<file path="config.mk">
export PLATFORM = sky130hd
export DESIGN_NAME = load_balancer_dispatch_top
export DESIGN_NICKNAME = d
export VERILOG_FILES = /design/src/rtl/lbd_pkg.sv /design/src/rtl/lbd_rand.sv /design/src/rtl/lbd_seq.sv /design/src/rtl/load_balancer_dispatch_top.sv
export SDC_FILE = /design/constraint.sdc
export NUM_CORES = 1
export LEC_CHECK = 0
export ABC_AREA = 1
export BUFFER_PORTS_ARGS = -buffer_cell sky130_fd_sc_hd__clkbuf_2
export CORE_ASPECT_RATIO = 0.5
export CORE_MARGIN = 3
export CORE_UTILIZATION = 47
export DETAILED_ROUTE_END_ITERATION = 12
export GPL_TIMING_DRIVEN = 0
export HOLD_SLACK_MARGIN = 0.03
export PLACE_DENSITY_LB_ADDON = 0.05
export SYNTH_ARGS = -nofsm -noshare
export SYNTH_HDL_FRONTEND = slang
export SYNTH_SLANG_ARGS = --single-unit
</file>
<file path="constraint.sdc">
create_clock -name clk -period 26.4 [get_ports clk]
set_clock_uncertainty 0.15 [all_clocks]
set_input_delay 2.64 -clock clk [delete_from_list [all_inputs] [get_ports clk]]
set_output_delay 2.64 -clock clk [all_outputs]
set_load 0.05 [all_outputs]
</file>
<file path="src/rtl/lbd_pkg.sv">
`default_nettype none
package lbd_pkg;

	localparam int MAX_SERVERS = 8;
	localparam int SPACE_BITS  = 16;
	localparam int WEIGHT_BITS = 8;

	localparam int IDX_W       = $clog2(MAX_SERVERS);
	localparam int CNT_W       = $clog2(MAX_SERVERS + 1);
	localparam int REM_W       = IDX_W + 1;

	localparam int ID_W        = 4;
	localparam int FREE_W      = 16;
	localparam int TARGET_W    = 3;
	localparam int SCOUNT_W    = 4;
	localparam int WEIGHTS_W   = 64;
	localparam int CFG_IDX_W   = 4;
	localparam int CFG_DATA_W  = 64;

	localparam int LFSR_W      = 32;
	localparam int DIGIT_W     = 8;
	localparam int DIV_STEPS   = LFSR_W / DIGIT_W;
	localparam int STEP_W      = $clog2(DIV_STEPS);
	localparam logic [LFSR_W-1:0] LFSR_MASK = 32'h8020_0003;

	localparam logic CMD_STATUS    = 1'b0;
	localparam logic CMD_REQUEST   = 1'b1;
	localparam logic KIND_DISPATCH = 1'b0;
	localparam logic KIND_DONE     = 1'b1;

	localparam logic [CFG_IDX_W-1:0] REG_MODE    = 4'd0;
	localparam logic [CFG_IDX_W-1:0] REG_SCOUNT  = 4'd1;
	localparam logic [CFG_IDX_W-1:0] REG_WEIGHTS = 4'd2;
	localparam logic [CFG_IDX_W-1:0] REG_SEED    = 4'd3;

	localparam logic [SCOUNT_W-1:0]  SCOUNT_RESET  = 4'd8;
	localparam logic [WEIGHTS_W-1:0] WEIGHTS_RESET = 64'h0101_0101_0101_0101;
	localparam logic [LFSR_W-1:0]    SEED_RESET    = 32'd1;

	typedef enum logic [1:0] {
		MODE_RANDOM = 2'd0,
		MODE_RR     = 2'd1,
		MODE_WRR    = 2'd2,
		MODE_LEAST  = 2'd3
	} mode_t;

	typedef struct packed {
		mode_t                mode;
		logic [CNT_W-1:0]     n;
		logic [WEIGHTS_W-1:0] weights;
	} cfg_t;

	typedef struct packed {
		logic             start;
		logic [CNT_W-1:0] n;
	} rand_ctl_t;

	typedef struct packed {
		logic             done;
		logic [IDX_W-1:0] pick;
	} rand_sts_t;

	typedef struct packed {
		logic             valid;
		logic             kind;
		logic [IDX_W-1:0] target;
	} res_t;

	// zero weight and weights past the packed word both count as one
	function automatic logic [WEIGHT_BITS-1:0] weight_of(input logic [WEIGHTS_W-1:0] w,
			input logic [IDX_W-1:0] i);
		logic [WEIGHTS_W-1:0]   sh;
		logic [WEIGHT_BITS-1:0] v;
		sh = w >> (int'(i) * WEIGHT_BITS);
		v  = sh[WEIGHT_BITS-1:0];
		if ((int'(i) + 1) * WEIGHT_BITS > WEIGHTS_W || v == '0) begin
			v = WEIGHT_BITS'(1);
		end
		return v;
	endfunction

endpackage
`default_nettype wire

</file>
<file path="src/rtl/lbd_rand.sv">
`default_nettype none
module lbd_rand import lbd_pkg::*; (
	input  wire logic              clk,
	input  wire logic              arst_n,
	input  wire logic              seed_load,
	input  wire logic [LFSR_W-1:0] seed,
	input  wire rand_ctl_t         ctl,
	output rand_sts_t              sts
);

	logic [LFSR_W-1:0] lfsr_q;
	logic [LFSR_W-1:0] word_q;
	logic [IDX_W-1:0]  rem_q;
	logic [CNT_W-1:0]  n_q;
	logic [STEP_W-1:0] step_q;
	logic              busy_q;
	logic              done_q;
	logic [LFSR_W-1:0] lfsr_nxt;
	logic [IDX_W-1:0]  rem_nxt;

	always_comb begin
		lfsr_nxt = {1'b0, lfsr_q[LFSR_W-1:1]};
		if (lfsr_q[0]) begin
			lfsr_nxt = lfsr_nxt ^ LFSR_MASK;
		end
	end

	// restoring remainder, one digit of the word per cycle while no seed load holds it
	always_comb begin
		logic [IDX_W-1:0] r;
		logic [REM_W-1:0] p;
		r = rem_q;
		for (int k = 0; k < DIGIT_W; k++) begin
			p = {r, word_q[LFSR_W-1-k]};
			if (p >= REM_W'(n_q)) begin
				p = p - REM_W'(n_q);
			end
			r = p[IDX_W-1:0];
		end
		rem_nxt = r;
	end

	always_ff @(posedge clk or negedge arst_n) begin
		if (!arst_n) begin
			lfsr_q <= SEED_RESET;
			word_q <= '0;
			rem_q  <= '0;
			n_q    <= '0;
			step_q <= '0;
			busy_q <= 1'b0;
			done_q <= 1'b0;
		end else begin
			done_q <= 1'b0;
			if (seed_load) begin
				lfsr_q <= (seed == '0) ? LFSR_W'(1) : seed;
			end else if (ctl.start) begin
				lfsr_q <= lfsr_nxt;
				word_q <= lfsr_nxt;
				rem_q  <= '0;
				n_q    <= ctl.n;
				step_q <= '0;
				busy_q <= 1'b1;
			end else if (busy_q) begin
				rem_q  <= rem_nxt;
				word_q <= word_q << DIGIT_W;
				step_q <= step_q + STEP_W'(1);
				if (step_q == STEP_W'(DIV_STEPS - 1)) begin
					busy_q <= 1'b0;
					done_q <= 1'b1;
				end
			end
		end
	end

	assign sts.done = done_q;
	assign sts.pick = rem_q;

endmodule
`default_nettype wire

</file>
<file path="src/rtl/lbd_seq.sv">
`default_nettype none
module lbd_seq import lbd_pkg::*; (
	input  wire logic              clk,
	input  wire logic              arst_n,
	input  wire logic              in_valid,
	output logic                   in_ready,
	input  wire logic              command,
	input  wire logic [ID_W-1:0]   server_id,
	input  wire logic [FREE_W-1:0] free_space,
	input  wire cfg_t              cfg,
	output rand_ctl_t              rand_ctl,
	input  wire rand_sts_t         rand_sts,
	output res_t                   emit,
	input  wire logic              emit_ready
);

	typedef enum logic [4:0] {
		ST_IDLE = 5'b00001,
		ST_WRR  = 5'b00010,
		ST_SCAN = 5'b00100,
		ST_RAND = 5'b01000,
		ST_EMIT = 5'b10000
	} state_t;

	state_t state_q;

	logic [SPACE_BITS-1:0]  sp_mem [MAX_SERVERS];
	logic [WEIGHT_BITS-1:0] cnt_mem [MAX_SERVERS];
	logic [MAX_SERVERS-1:0] sp_vld_q;
	logic [MAX_SERVERS-1:0] cnt_vld_q;

	logic [SPACE_BITS-1:0]  sp_rdata_s1;
	logic                   sp_rvld_s1;
	logic [IDX_W-1:0]       sp_ridx_s1;
	logic [WEIGHT_BITS-1:0] cnt_rdata_s1;
	logic                   cnt_rvld_s1;

	logic [IDX_W-1:0]      rr_q;
	logic [IDX_W-1:0]      wrr_q;
	logic [CNT_W-1:0]      reports_q;
	logic                  configured_q;
	logic [CNT_W-1:0]      scan_addr_q;
	logic [SPACE_BITS-1:0] best_q;
	logic [IDX_W-1:0]      best_idx_q;
	logic                  res_kind_q;
	logic [IDX_W-1:0]      res_target_q;

	logic                   take;
	logic                   is_req;
	logic                   id_ok;
	logic [CNT_W:0]         rep_inc;
	logic [IDX_W-1:0]       rr_t;
	logic [CNT_W-1:0]       rr_inc;
	logic [IDX_W-1:0]       rr_nxt;
	logic [IDX_W-1:0]       wrr_t;
	logic [CNT_W-1:0]       wrr_inc;
	logic [IDX_W-1:0]       wrr_nxt;
	logic                   sp_we;
	logic [IDX_W-1:0]       sp_waddr;
	logic                   sp_re;
	logic [IDX_W-1:0]       sp_raddr;
	logic                   cnt_re;
	logic                   cnt_we;
	logic [WEIGHT_BITS-1:0] cnt_wdata;
	logic [SPACE_BITS-1:0]  sp_rd;
	logic [WEIGHT_BITS-1:0] cnt_rd;
	logic [WEIGHT_BITS:0]   cnt_inc;
	logic                   wrap;
	logic [SPACE_BITS-1:0]  cand_best;
	logic [IDX_W-1:0]       cand_idx;
	logic                   scan_last;

	assign in_ready = (state_q == ST_IDLE);
	assign take     = in_valid && in_ready;
	assign is_req   = (command == CMD_REQUEST);
	assign id_ok    = (server_id != '0) && (server_id <= cfg.n);
	assign rep_inc  = {1'b0, reports_q} + (CNT_W + 1)'(1);

	// pointers left beyond a lowered count restart at zero
	assign rr_t    = (rr_q >= cfg.n) ? '0 : rr_q;
	assign rr_inc  = CNT_W'(rr_t) + CNT_W'(1);
	assign rr_nxt  = (rr_inc >= cfg.n) ? '0 : IDX_W'(rr_inc);
	assign wrr_t   = (wrr_q >= cfg.n) ? '0 : wrr_q;
	assign wrr_inc = CNT_W'(wrr_q) + CNT_W'(1);
	assign wrr_nxt = (wrr_inc >= cfg.n) ? '0 : IDX_W'(wrr_inc);

	// entries never written read as zero
	assign sp_rd   = sp_rvld_s1 ? sp_rdata_s1 : '0;
	assign cnt_rd  = cnt_rvld_s1 ? cnt_rdata_s1 : '0;
	assign cnt_inc = {1'b0, cnt_rd} + (WEIGHT_BITS + 1)'(1);
	assign wrap    = (cnt_inc >= {1'b0, weight_of(cfg.weights, wrr_q)});
	assign cnt_wdata = wrap ? '0 : cnt_inc[WEIGHT_BITS-1:0];

	assign sp_we    = take && !is_req && id_ok;
	assign sp_waddr = IDX_W'(server_id - ID_W'(1));
	assign cnt_re   = take && is_req && (cfg.mode == MODE_WRR);
	assign cnt_we   = (state_q == ST_WRR);

	always_comb begin
		sp_re    = 1'b0;
		sp_raddr = '0;
		if (take && is_req && cfg.mode == MODE_LEAST) begin
			sp_re = 1'b1;
		end else if (state_q == ST_SCAN && scan_addr_q < cfg.n) begin
			sp_re    = 1'b1;
			sp_raddr = scan_addr_q[IDX_W-1:0];
		end
	end

	// first strict maximum; entry zero seeds the running best
	always_comb begin
		cand_best = best_q;
		cand_idx  = best_idx_q;
		if (sp_ridx_s1 == '0) begin
			cand_best = sp_rd;
			cand_idx  = '0;
		end else if (sp_rd > best_q) begin
			cand_best = sp_rd;
			cand_idx  = sp_ridx_s1;
		end
	end

	assign scan_last = (state_q == ST_SCAN) && (CNT_W'(sp_ridx_s1) + CNT_W'(1) == cfg.n);

	assign rand_ctl.start = (take && is_req && cfg.mode == MODE_RANDOM) ||
		(scan_last && cand_idx == '0);
	assign rand_ctl.n     = cfg.n;

	always_ff @(posedge clk) begin
		if (sp_we) begin
			sp_mem[sp_waddr] <= SPACE_BITS'(free_space);
		end
		if (sp_re) begin
			sp_rdata_s1 <= sp_mem[sp_raddr];
			sp_rvld_s1  <= sp_vld_q[sp_raddr];
			sp_ridx_s1  <= sp_raddr;
		end
	end

	always_ff @(posedge clk) begin
		if (cnt_we) begin
			cnt_mem[wrr_q] <= cnt_wdata;
		end
		if (cnt_re) begin
			cnt_rdata_s1 <= cnt_mem[wrr_t];
			cnt_rvld_s1  <= cnt_vld_q[wrr_t];
		end
	end

	always_ff @(posedge clk or negedge arst_n) begin
		if (!arst_n) begin
			state_q      <= ST_IDLE;
			sp_vld_q     <= '0;
			cnt_vld_q    <= '0;
			rr_q         <= '0;
			wrr_q        <= '0;
			reports_q    <= '0;
			configured_q <= 1'b0;
			scan_addr_q  <= '0;
			best_q       <= '0;
			best_idx_q   <= '0;
			res_kind_q   <= KIND_DISPATCH;
			res_target_q <= '0;
		end else begin
			case (state_q)
				ST_IDLE: begin
					if (take && !is_req) begin
						if (id_ok) begin
							sp_vld_q[sp_waddr] <= 1'b1;
							if (!configured_q) begin
								reports_q <= rep_inc[CNT_W-1:0];
								if (rep_inc >= (CNT_W + 1)'(cfg.n)) begin
									configured_q <= 1'b1;
									res_kind_q   <= KIND_DONE;
									res_target_q <= '0;
									state_q      <= ST_EMIT;
								end
							end
						end
					end else if (take) begin
						case (cfg.mode)
							MODE_RANDOM: begin
								state_q <= ST_RAND;
							end
							MODE_RR: begin
								rr_q         <= rr_nxt;
								res_kind_q   <= KIND_DISPATCH;
								res_target_q <= rr_t;
								state_q      <= ST_EMIT;
							end
							MODE_WRR: begin
								wrr_q   <= wrr_t;
								state_q <= ST_WRR;
							end
							default: begin
								scan_addr_q <= CNT_W'(1);
								state_q     <= ST_SCAN;
							end
						endcase
					end
				end
				ST_WRR: begin
					cnt_vld_q[wrr_q] <= 1'b1;
					if (wrap) begin
						wrr_q <= wrr_nxt;
					end
					res_kind_q   <= KIND_DISPATCH;
					res_target_q <= wrr_q;
					state_q      <= ST_EMIT;
				end
				ST_SCAN: begin
					best_q     <= cand_best;
					best_idx_q <= cand_idx;
					if (sp_re) begin
						scan_addr_q <= scan_addr_q + CNT_W'(1);
					end
					if (scan_last) begin
						if (cand_idx == '0) begin
							state_q <= ST_RAND;
						end else begin
							res_kind_q   <= KIND_DISPATCH;
							res_target_q <= cand_idx;
							state_q      <= ST_EMIT;
						end
					end
				end
				ST_RAND: begin
					if (rand_sts.done) begin
						res_kind_q   <= KIND_DISPATCH;
						res_target_q <= rand_sts.pick;
						state_q      <= ST_EMIT;
					end
				end
				ST_EMIT: begin
					if (emit_ready) begin
						state_q <= ST_IDLE;
					end
				end
				default: begin
					state_q <= ST_IDLE;
				end
			endcase
		end
	end

	assign emit.valid  = (state_q == ST_EMIT);
	assign emit.kind   = res_kind_q;
	assign emit.target = res_target_q;

endmodule
`default_nettype wire

</file>
<file path="src/rtl/load_balancer_dispatch_top.sv">
`default_nettype none
// Dispatcher that picks a target server per connection request in random, round robin,
// weighted round robin or least connections mode; status updates store a server's free
// space, and the update that completes the server count returns a one-time done result.
// One request is in flight at a time: a status update (through the emit state when it
// completes the count), round robin, weighted round robin (read-modify-write of the repeat
// counter memory), random (LFSR step then a remainder unit that takes 8 bits per cycle)
// and least connections (scan of the free-space memory over the effective server count,
// then the random draw when server 0 holds the maximum) each finish before the next is
// taken. Results sit in an output register, so the next request is taken while a result
// waits. Both memories reset through per-entry valid bits, with no clearing pass. The
// configuration port never stalls.
module load_balancer_dispatch_top import lbd_pkg::*; (
	input  wire logic                  clk,
	input  wire logic                  arst_n,
	input  wire logic                  in_valid,
	output logic                       in_ready,
	input  wire logic                  command,
	input  wire logic [ID_W-1:0]       server_id,
	input  wire logic [FREE_W-1:0]     free_space,
	output logic                       out_valid,
	input  wire logic                  out_ready,
	output logic                       result_kind,
	output logic [TARGET_W-1:0]        target,
	input  wire logic                  cfg_valid,
	output logic                       cfg_ready,
	input  wire logic [CFG_IDX_W-1:0]  cfg_index,
	input  wire logic [CFG_DATA_W-1:0] cfg_data
);

	mode_t                mode_q;
	logic [SCOUNT_W-1:0]  scount_q;
	logic [WEIGHTS_W-1:0] weights_q;
	logic                 out_valid_q;
	logic                 out_kind_q;
	logic [TARGET_W-1:0]  out_target_q;

	logic       cfg_we;
	logic       seed_load;
	cfg_t       cfg;
	rand_ctl_t  rand_ctl;
	rand_sts_t  rand_sts;
	res_t       emit;
	logic       emit_ready;

	assign cfg_ready = 1'b1;
	assign cfg_we    = cfg_valid && cfg_ready;
	assign seed_load = cfg_we && (cfg_index == REG_SEED);

	always_ff @(posedge clk or negedge arst_n) begin
		if (!arst_n) begin
			mode_q    <= MODE_RR;
			scount_q  <= SCOUNT_RESET;
			weights_q <= WEIGHTS_RESET;
		end else if (cfg_we) begin
			case (cfg_index)
				REG_MODE:    mode_q    <= mode_t'(cfg_data[1:0]);
				REG_SCOUNT:  scount_q  <= cfg_data[SCOUNT_W-1:0];
				REG_WEIGHTS: weights_q <= cfg_data[WEIGHTS_W-1:0];
				default: begin
				end
			endcase
		end
	end

	// out-of-range server counts clamp to 1..MAX_SERVERS
	always_comb begin
		cfg.mode    = mode_q;
		cfg.weights = weights_q;
		if (scount_q == '0) begin
			cfg.n = CNT_W'(1);
		end else if (scount_q > SCOUNT_W'(MAX_SERVERS)) begin
			cfg.n = CNT_W'(MAX_SERVERS);
		end else begin
			cfg.n = CNT_W'(scount_q);
		end
	end

	lbd_rand u_rand (
		.clk       (clk),
		.arst_n    (arst_n),
		.seed_load (seed_load),
		.seed      (cfg_data[LFSR_W-1:0]),
		.ctl       (rand_ctl),
		.sts       (rand_sts)
	);

	lbd_seq u_seq (
		.clk        (clk),
		.arst_n     (arst_n),
		.in_valid   (in_valid),
		.in_ready   (in_ready),
		.command    (command),
		.server_id  (server_id),
		.free_space (free_space),
		.cfg        (cfg),
		.rand_ctl   (rand_ctl),
		.rand_sts   (rand_sts),
		.emit       (emit),
		.emit_ready (emit_ready)
	);

	assign emit_ready = !out_valid_q || out_ready;

	always_ff @(posedge clk or negedge arst_n) begin
		if (!arst_n) begin
			out_valid_q  <= 1'b0;
			out_kind_q   <= KIND_DISPATCH;
			out_target_q <= '0;
		end else if (emit_ready) begin
			out_valid_q <= emit.valid;
			if (emit.valid) begin
				out_kind_q   <= emit.kind;
				out_target_q <= TARGET_W'(emit.target);
			end
		end
	end

	assign out_valid   = out_valid_q;
	assign result_kind = out_kind_q;
	assign target      = out_target_q;

endmodule
`default_nettype wire

</file>
---- Word level (Yosys, flattened, before mapping) ----
Memories as Yosys holds them, arrays and structs flattened. A register that Yosys moved wholly into a read port is not among the register bits.
Index checks and enable logic that the tools add are counted.
word-level totals
  flip-flop bits (word level) ............. 214
  RAM bits ................................ 192
  bits of input ports ..................... 94
  memories ................................ 2
memory list
  memory         depth  width  rd ports  clocked after Yosys merged registers in  wr ports  RTL line       RTL
  u_seq.sp_mem   8      16     1         1                                        1         lbd_seq.sv:27  logic [SPACE_BITS-1:0] sp_mem [MAX_SERVERS];
  u_seq.cnt_mem  8      8      1         1                                        1         lbd_seq.sv:28  logic [WEIGHT_BITS-1:0] cnt_mem [MAX_SERVERS];
operators by class
  add/subtract/negate cells ............... 17
  order comparisons ....................... 25
  equal/unequal tests ..................... 28
  shift operators ......................... 1
  multiplexer cells ....................... 98
  bitwise gates (word level) .............. 6
  reduce and logical (&&, ||, !) cells .... 48
operators with widths
  kind                                                                          number
  32-bit two-way mux                                                            6
  3-bit two-way mux                                                             31
  64-bit by 6-bit >> shifter with 8-bit output                                  1
  16-bit two-way mux                                                            3
  5-bit two-way mux                                                             9
  4-bit >= comparator                                                           10
  32-bit by 8-bit > comparator with 1-bit output, second input constant         1
  32-bit logical NOT                                                            1
  1-bit two-way mux                                                             28
  5-bit one-hot mux with 5 select lines                                         1
  4-bit two-way mux                                                             6
  8-bit two-way mux                                                             3
  3-bit subtractor                                                              8
  3-bit by 1-bit adder with 4-bit output, second input constant                 4
  16-bit > comparator                                                           1
  3-bit by 4-bit less-than comparator with 1-bit output, second input constant  4
  8-bit OR                                                                      2
  3-bit inequality test, second input constant                                  5
  5-bit one-hot mux with 3 select lines                                         1
  1-bit logical AND                                                             14
  2-bit inequality test, second input constant                                  7
  2-bit AND reduction                                                           7
  3-bit one-hot mux with 4 select lines                                         1
  5-bit AND reduction                                                           2
  other kinds (44)                                                              67

---- Logic depth before layout (Yosys ltp) ----
  depth in word-level cells ............... 18
  depth in mapped cells ................... 48

---- By module ----
Synthesis repeated with hierarchy kept, for this count alone.
unflattened totals
  cells, all modules ...................... 2235
  area total of the unflattened synthesis .. 21343.0 um^2
modules (own cells, without submodules)
  module                      instances  cells an instance  area an instance (um^2)  sequential area each (um^2)
  lbd_seq                     1          1320               13526.7                  8114.0
  lbd_rand                    1          564                4623.2                   1878.1
  load_balancer_dispatch_top  1          351                3193.1                   1889.3

---- Least setup slack after synthesis ----
OpenSTA, ideal clock, no wires.
  path type ............................... register to register
  start point ............................. reg u_rand.n_q[1]
  end point ............................... reg u_rand.rem_q[2]
  library setup time ...................... 0.116 ns
  data arrival time ....................... 9.346 ns
  required time ........................... 26.134 ns
  setup slack ............................. 16.787 ns
  stages on the path, launching flop included .. 45
  period minus slack after synthesis ...... 9.613 ns
  cell sequence ........................... dfrtp_1 inv_1 fa_1 nand2_1 nand2_1 o21ai_0 nand2_1 o21ai_0 inv_1 fa_1 o211ai_1 nand2_1 o21ai_0 inv_1 fa_1 o211ai_1 nand2_1 o21ai_0 (+9 left out) o21ai_0 inv_1 fa_1 o211ai_1 nand2_1 o21ai_0 inv_1 fa_1 o211ai_1 o21a_1 inv_1 fa_1 o21ai_0 a41oi_1 nand2_1 o21ai_0 nand2_1 nand2_1
between the ends
  word-level cells in the longest chain between the ends .. 18
RTL lines
  what                                                     RTL line                        RTL
  start, declared                                          lbd_rand.sv:14                  logic [CNT_W-1:0] n_q;
  start signal, assigned                                   lbd_rand.sv:60                  n_q <= ctl.n;
  4-bit >= comparator or 3-bit subtractor (tied branches)  lbd_rand.sv:35, lbd_rand.sv:36
  3-bit two-way mux                                        lbd_rand.sv:35                  if (p >= REM_W'(n_q)) begin
  4-bit >= comparator or 3-bit subtractor (tied branches)  lbd_rand.sv:35, lbd_rand.sv:36
  3-bit two-way mux                                        lbd_rand.sv:35
  4-bit >= comparator or 3-bit subtractor (tied branches)  lbd_rand.sv:35, lbd_rand.sv:36
  3-bit two-way mux                                        lbd_rand.sv:35
  4-bit >= comparator or 3-bit subtractor (tied branches)  lbd_rand.sv:35, lbd_rand.sv:36
  3-bit two-way mux                                        lbd_rand.sv:35
  (+2 left out)                                            -
  4-bit >= comparator or 3-bit subtractor (tied branches)  lbd_rand.sv:35, lbd_rand.sv:36
  3-bit two-way mux                                        lbd_rand.sv:35
  4-bit >= comparator or 3-bit subtractor (tied branches)  lbd_rand.sv:35, lbd_rand.sv:36
  3-bit two-way mux                                        lbd_rand.sv:35
  4-bit >= comparator or 3-bit subtractor (tied branches)  lbd_rand.sv:35, lbd_rand.sv:36
  3-bit two-way mux (*)                                    lbd_rand.sv:35
  3-bit two-way mux (*)                                    lbd_rand.sv:63                  end else if (busy_q) begin
  3-bit two-way mux (*)                                    lbd_rand.sv:56                  end else if (ctl.start) begin
  end signal, assigned                                     lbd_rand.sv:64                  rem_q <= rem_nxt;
  end, declared                                            lbd_rand.sv:13                  logic [IDX_W-1:0] rem_q;
Every way passes the cells marked *; elsewhere a longest branch is shown, timed or not. The select of a mux whose other input is x is not followed.
A chain may end at the register's enable or synchronous reset.

---- Worst setup path in the final report ----
Same ends and word-level chain as after synthesis.

==> results.yml <==
sta:
  fmax_ghz: 0.0906
  final_hold_viol_count: 0
  setup_viol: 0
  slew_headroom_pct: 31.7
  tightest_slew_ns: 1.02
  fin_crit_sh_pct: 41.8
  fin_crit_ns: 11.04
  finalMaxSlewViolations: 0
  grt_setup_unrepaired: "false"
  fin_tns_setup_ns: 0
yosys:
  synth_top_area_share_pct: 31.7
  ys_ff_latch: 430
  yosys_warnings: 0
  seq_area_frac_synth_pct: 56.7
  yosysTopAreaCell: "edfxtp_1"
  synth_cells: 2105
  synth_cell_types: 54
  synth.area.top_cells: "edfxtp_1 (32%), dfrtp_1 (24%), nand2_1 (7.9%), ha_1 (5.4%), o21ai_0 (4.3%)"
  syn-num-nets: 2297
  synthesis.area_mm2: 0.0210
  synth.avg_cell_area_um2: 9.96
detailed_routing:
  routed_via_density: 5.33
  drtIter0Drc: 1308
  wirelength_um: 53900
  ant_nets: 0
  via_count: 15300
  drcViolationCount: 0
  first_pass_iters: 5
  wl_per_cell_um: 18.8
die:
  start_util_pct: 48.8
  fp.dieH_um: 155
  fp-row-count: 53
  core_mm2: 0.0430
  dieWidth_um: 305
  dieArea_mm2: 0.0473
  pin_count: 101
cells_and_area:
  n_antenna_cell: 0
  stdcell_area_mm2: 0.0238
  area_growth_syn_to_layout_pct: 13.5
  drive_gt1_share_pct: 15.5
  layout_common_cells: "nand2_1 (441), edfxtp_1 (221), dfrtp_1 (197)"
  nets: 2449
  fillers: 3845
  mostFrequentLayoutCell: "nand2_1"
placed_design:
  place.gp.congestion: 0.818
  dp_hpwl_um: 38300
  port_buffers: 99
  placed_area_mm2: 0.0224
worst_setup_path:
  r2r_cells: 44
  cp-start-kind: "flip-flop"
  endpoint_kind: "flip-flop"
  crit_fanout: 9
  max_stage_delay_ns: 0.67
  cp.required_ns: 26.70
  critical_path_class: "reg2reg"
  reg2reg_setup_slack_ns: 15.36
  critical_path_arrival_ns: 11.34
  cpMaxStageDelayCell: "dfrtp_1"
  path_common_cell: "nand2_1"
  regToRegStartpoint: "u_rand.n_q[1]$_DFFE_PN0P_"
  r2r-end: "u_rand.rem_q[2]$_DFFE_PN0P_"
clocking:
  cts_setup_buffers: 0
  cts_buffers: 41
  cts_sinks: 430
  clk_pin_slew_worst_paths_ns: 0.07
  cts_resized: 0
  postCtsHoldBufs: 0
  root_buffer: "clkbuf_16"
  clkLatencyLatePin_ns: 0.56
  clockBufferDepth: 3
  htreeDepth: 2
  cts_tree: "yes"
global_routing:
  grt_use_met1_pct: 33.3
  grt_pass1_vias: 14900
  grt_max_degree: 106
  grt_overflow_total: 0
  grt_usage_pct: 22.9
  grt_pass1_wl_um: 84900
  met2_usage_pct: 37.0
  antenna_found_initial: 1
  grt_use_met3_pct: 3.35
  busiest_layer: "met2"
worst_hold_path:
  worstHoldStart: "u_seq.cnt_vld_q[3]$_DFFE_PN0P_"
  worstHoldPathCells: 2
  min_path_type: "reg2reg"
  worstHoldEndpoint: "u_seq.cnt_vld_q[3]$_DFFE_PN0P_"
flow_run:
  maxCapViolations: 0
outcome:
  status: "finished, final reports clean"
per-layer routing:
metal | vias up | wire, µm | part of all wire, %
met3 | 73 | 2670 | 4.9
li1 | 7511 | - | -
met4 | 2 | 853 | 1.6
met5 | - | 13 | 0.024
met2 | 315 | 25000 | 46
met1 | 7366 | 25300 | 47
Yosys cell counts, drive strengths merged:
cell type / number
a22oi: 1
conb: 1
nand4: 23
clkbuf: 49
nand3: 141
clkinv: 1
a221oi: 1
a21oi: 61
o31ai: 2
o2111ai: 2
nor4: 6
o22ai: 19
edfxtp: 221
o21a: 19
a21o: 2
mux2: 45
and3: 3
o211a: 1
buf: 32
o211ai: 63
a21boi: 2
inv: 197
dfrtp: 197
nor2: 149
a41oi: 1
a31o: 1
o22a: 7
ha: 90
nand2: 448
o221ai: 1
xor2: 17
nor3: 14
xnor2: 4
fa: 8
dfstp: 12
o21ai: 201
a211oi: 3
or2: 60
registers in the layout (all words and copies together) (netlist names), 4 cells and up:
signal and cells:
u_seq.sp_rdata_s1 16, u_seq.sp_mem 128, u_seq.reports_q 4, scount_q 4, u_seq.best_q 16, u_rand.lfsr_q 32
u_seq.cnt_vld_q 8, u_rand.word_q 32, u_seq.scan_addr_q 4, u_seq.cnt_rdata_s1 8, u_seq.state_q 5, weights_q 64
u_rand.n_q 4, u_seq.cnt_mem 64, u_seq.sp_vld_q 8
cell type report:
| class | count | area (µm²) | share of cell area, % |
|---|---|---|---|
| repair buffers | 109 | 704 | 2.96 |
| clock inverters | 20 | 249 | 1.05 |
| inverters | 198 | 743 | 3.13 |
| clock buffers | 55 | 1120 | 4.70 |
| well taps | 577 | 722 | 3.04 |
| multi-input cells | 1396 | 7980 | 33.6 |
| plain buffers | 81 | 373 | 1.57 |
| flip-flops and latches | 430 | 11900 | 50.0 |
worst max-delay path by stage:
stage,from,to,slack (ns),cells past startpoint
floorplan,u_rand.n_q[1]$_DFFE_PN0P_,u_rand.rem_q[2]$_DFFE_PN0P_,16.79,44
global placement,u_rand.n_q[1]$_DFFE_PN0P_,u_rand.rem_q[2]$_DFFE_PN0P_,15.47,44
detailed placement,u_rand.n_q[1]$_DFFE_PN0P_,u_rand.rem_q[2]$_DFFE_PN0P_,15.33,44
CTS,u_rand.n_q[1]$_DFFE_PN0P_,u_rand.rem_q[2]$_DFFE_PN0P_,15.30,44
global route,u_rand.n_q[1]$_DFFE_PN0P_,u_rand.rem_q[2]$_DFFE_PN0P_,14.12,44
finish,u_rand.n_q[1]$_DFFE_PN0P_,u_rand.rem_q[2]$_DFFE_PN0P_,15.36,44
logic make-up after synthesis:
family | Yosys count | synth area share, %
other | 1 | 0.0179
adder cells (fa/ha/maj) | 98 | 6.14
AO/OA/AOI/OAI | 387 | 10.8
XOR/XNOR | 21 | 0.878
flip-flops | 430 | 56.7
multiplexers | 45 | 2.42
buffers and inverters | 279 | 5.33
AND/OR/NAND/NOR | 844 | 17.7
critical path: cells and delay by family, from the launching register on:
kind	cells	cell delay [ns]
buffers and inverters	7	1.01
and+or+nand+nor	12	1.00
DFF	1	0.67
adders and majority gates	8	3.57
AOI/OAI and AO/OA	17	4.54
per-stage QoR:
step	hold slack [ns]	std cells	utilization, %	setup slack (ns)
6_report	0.307	2866	55.3	15.36
5_1_grt	0.333	2866	55.3	14.12
4_1_cts	0.314	2866	55.3	15.30
3_5_place_dp	0.299	2791	52.1	15.33
3_3_place_gp	0.292	2781	51.6	15.47
2_1_floorplan	0.274	2105	-	16.79
Power is not shown: default switching activity piles up to over one toggle a cycle in this logic, so the estimate is an artifact.
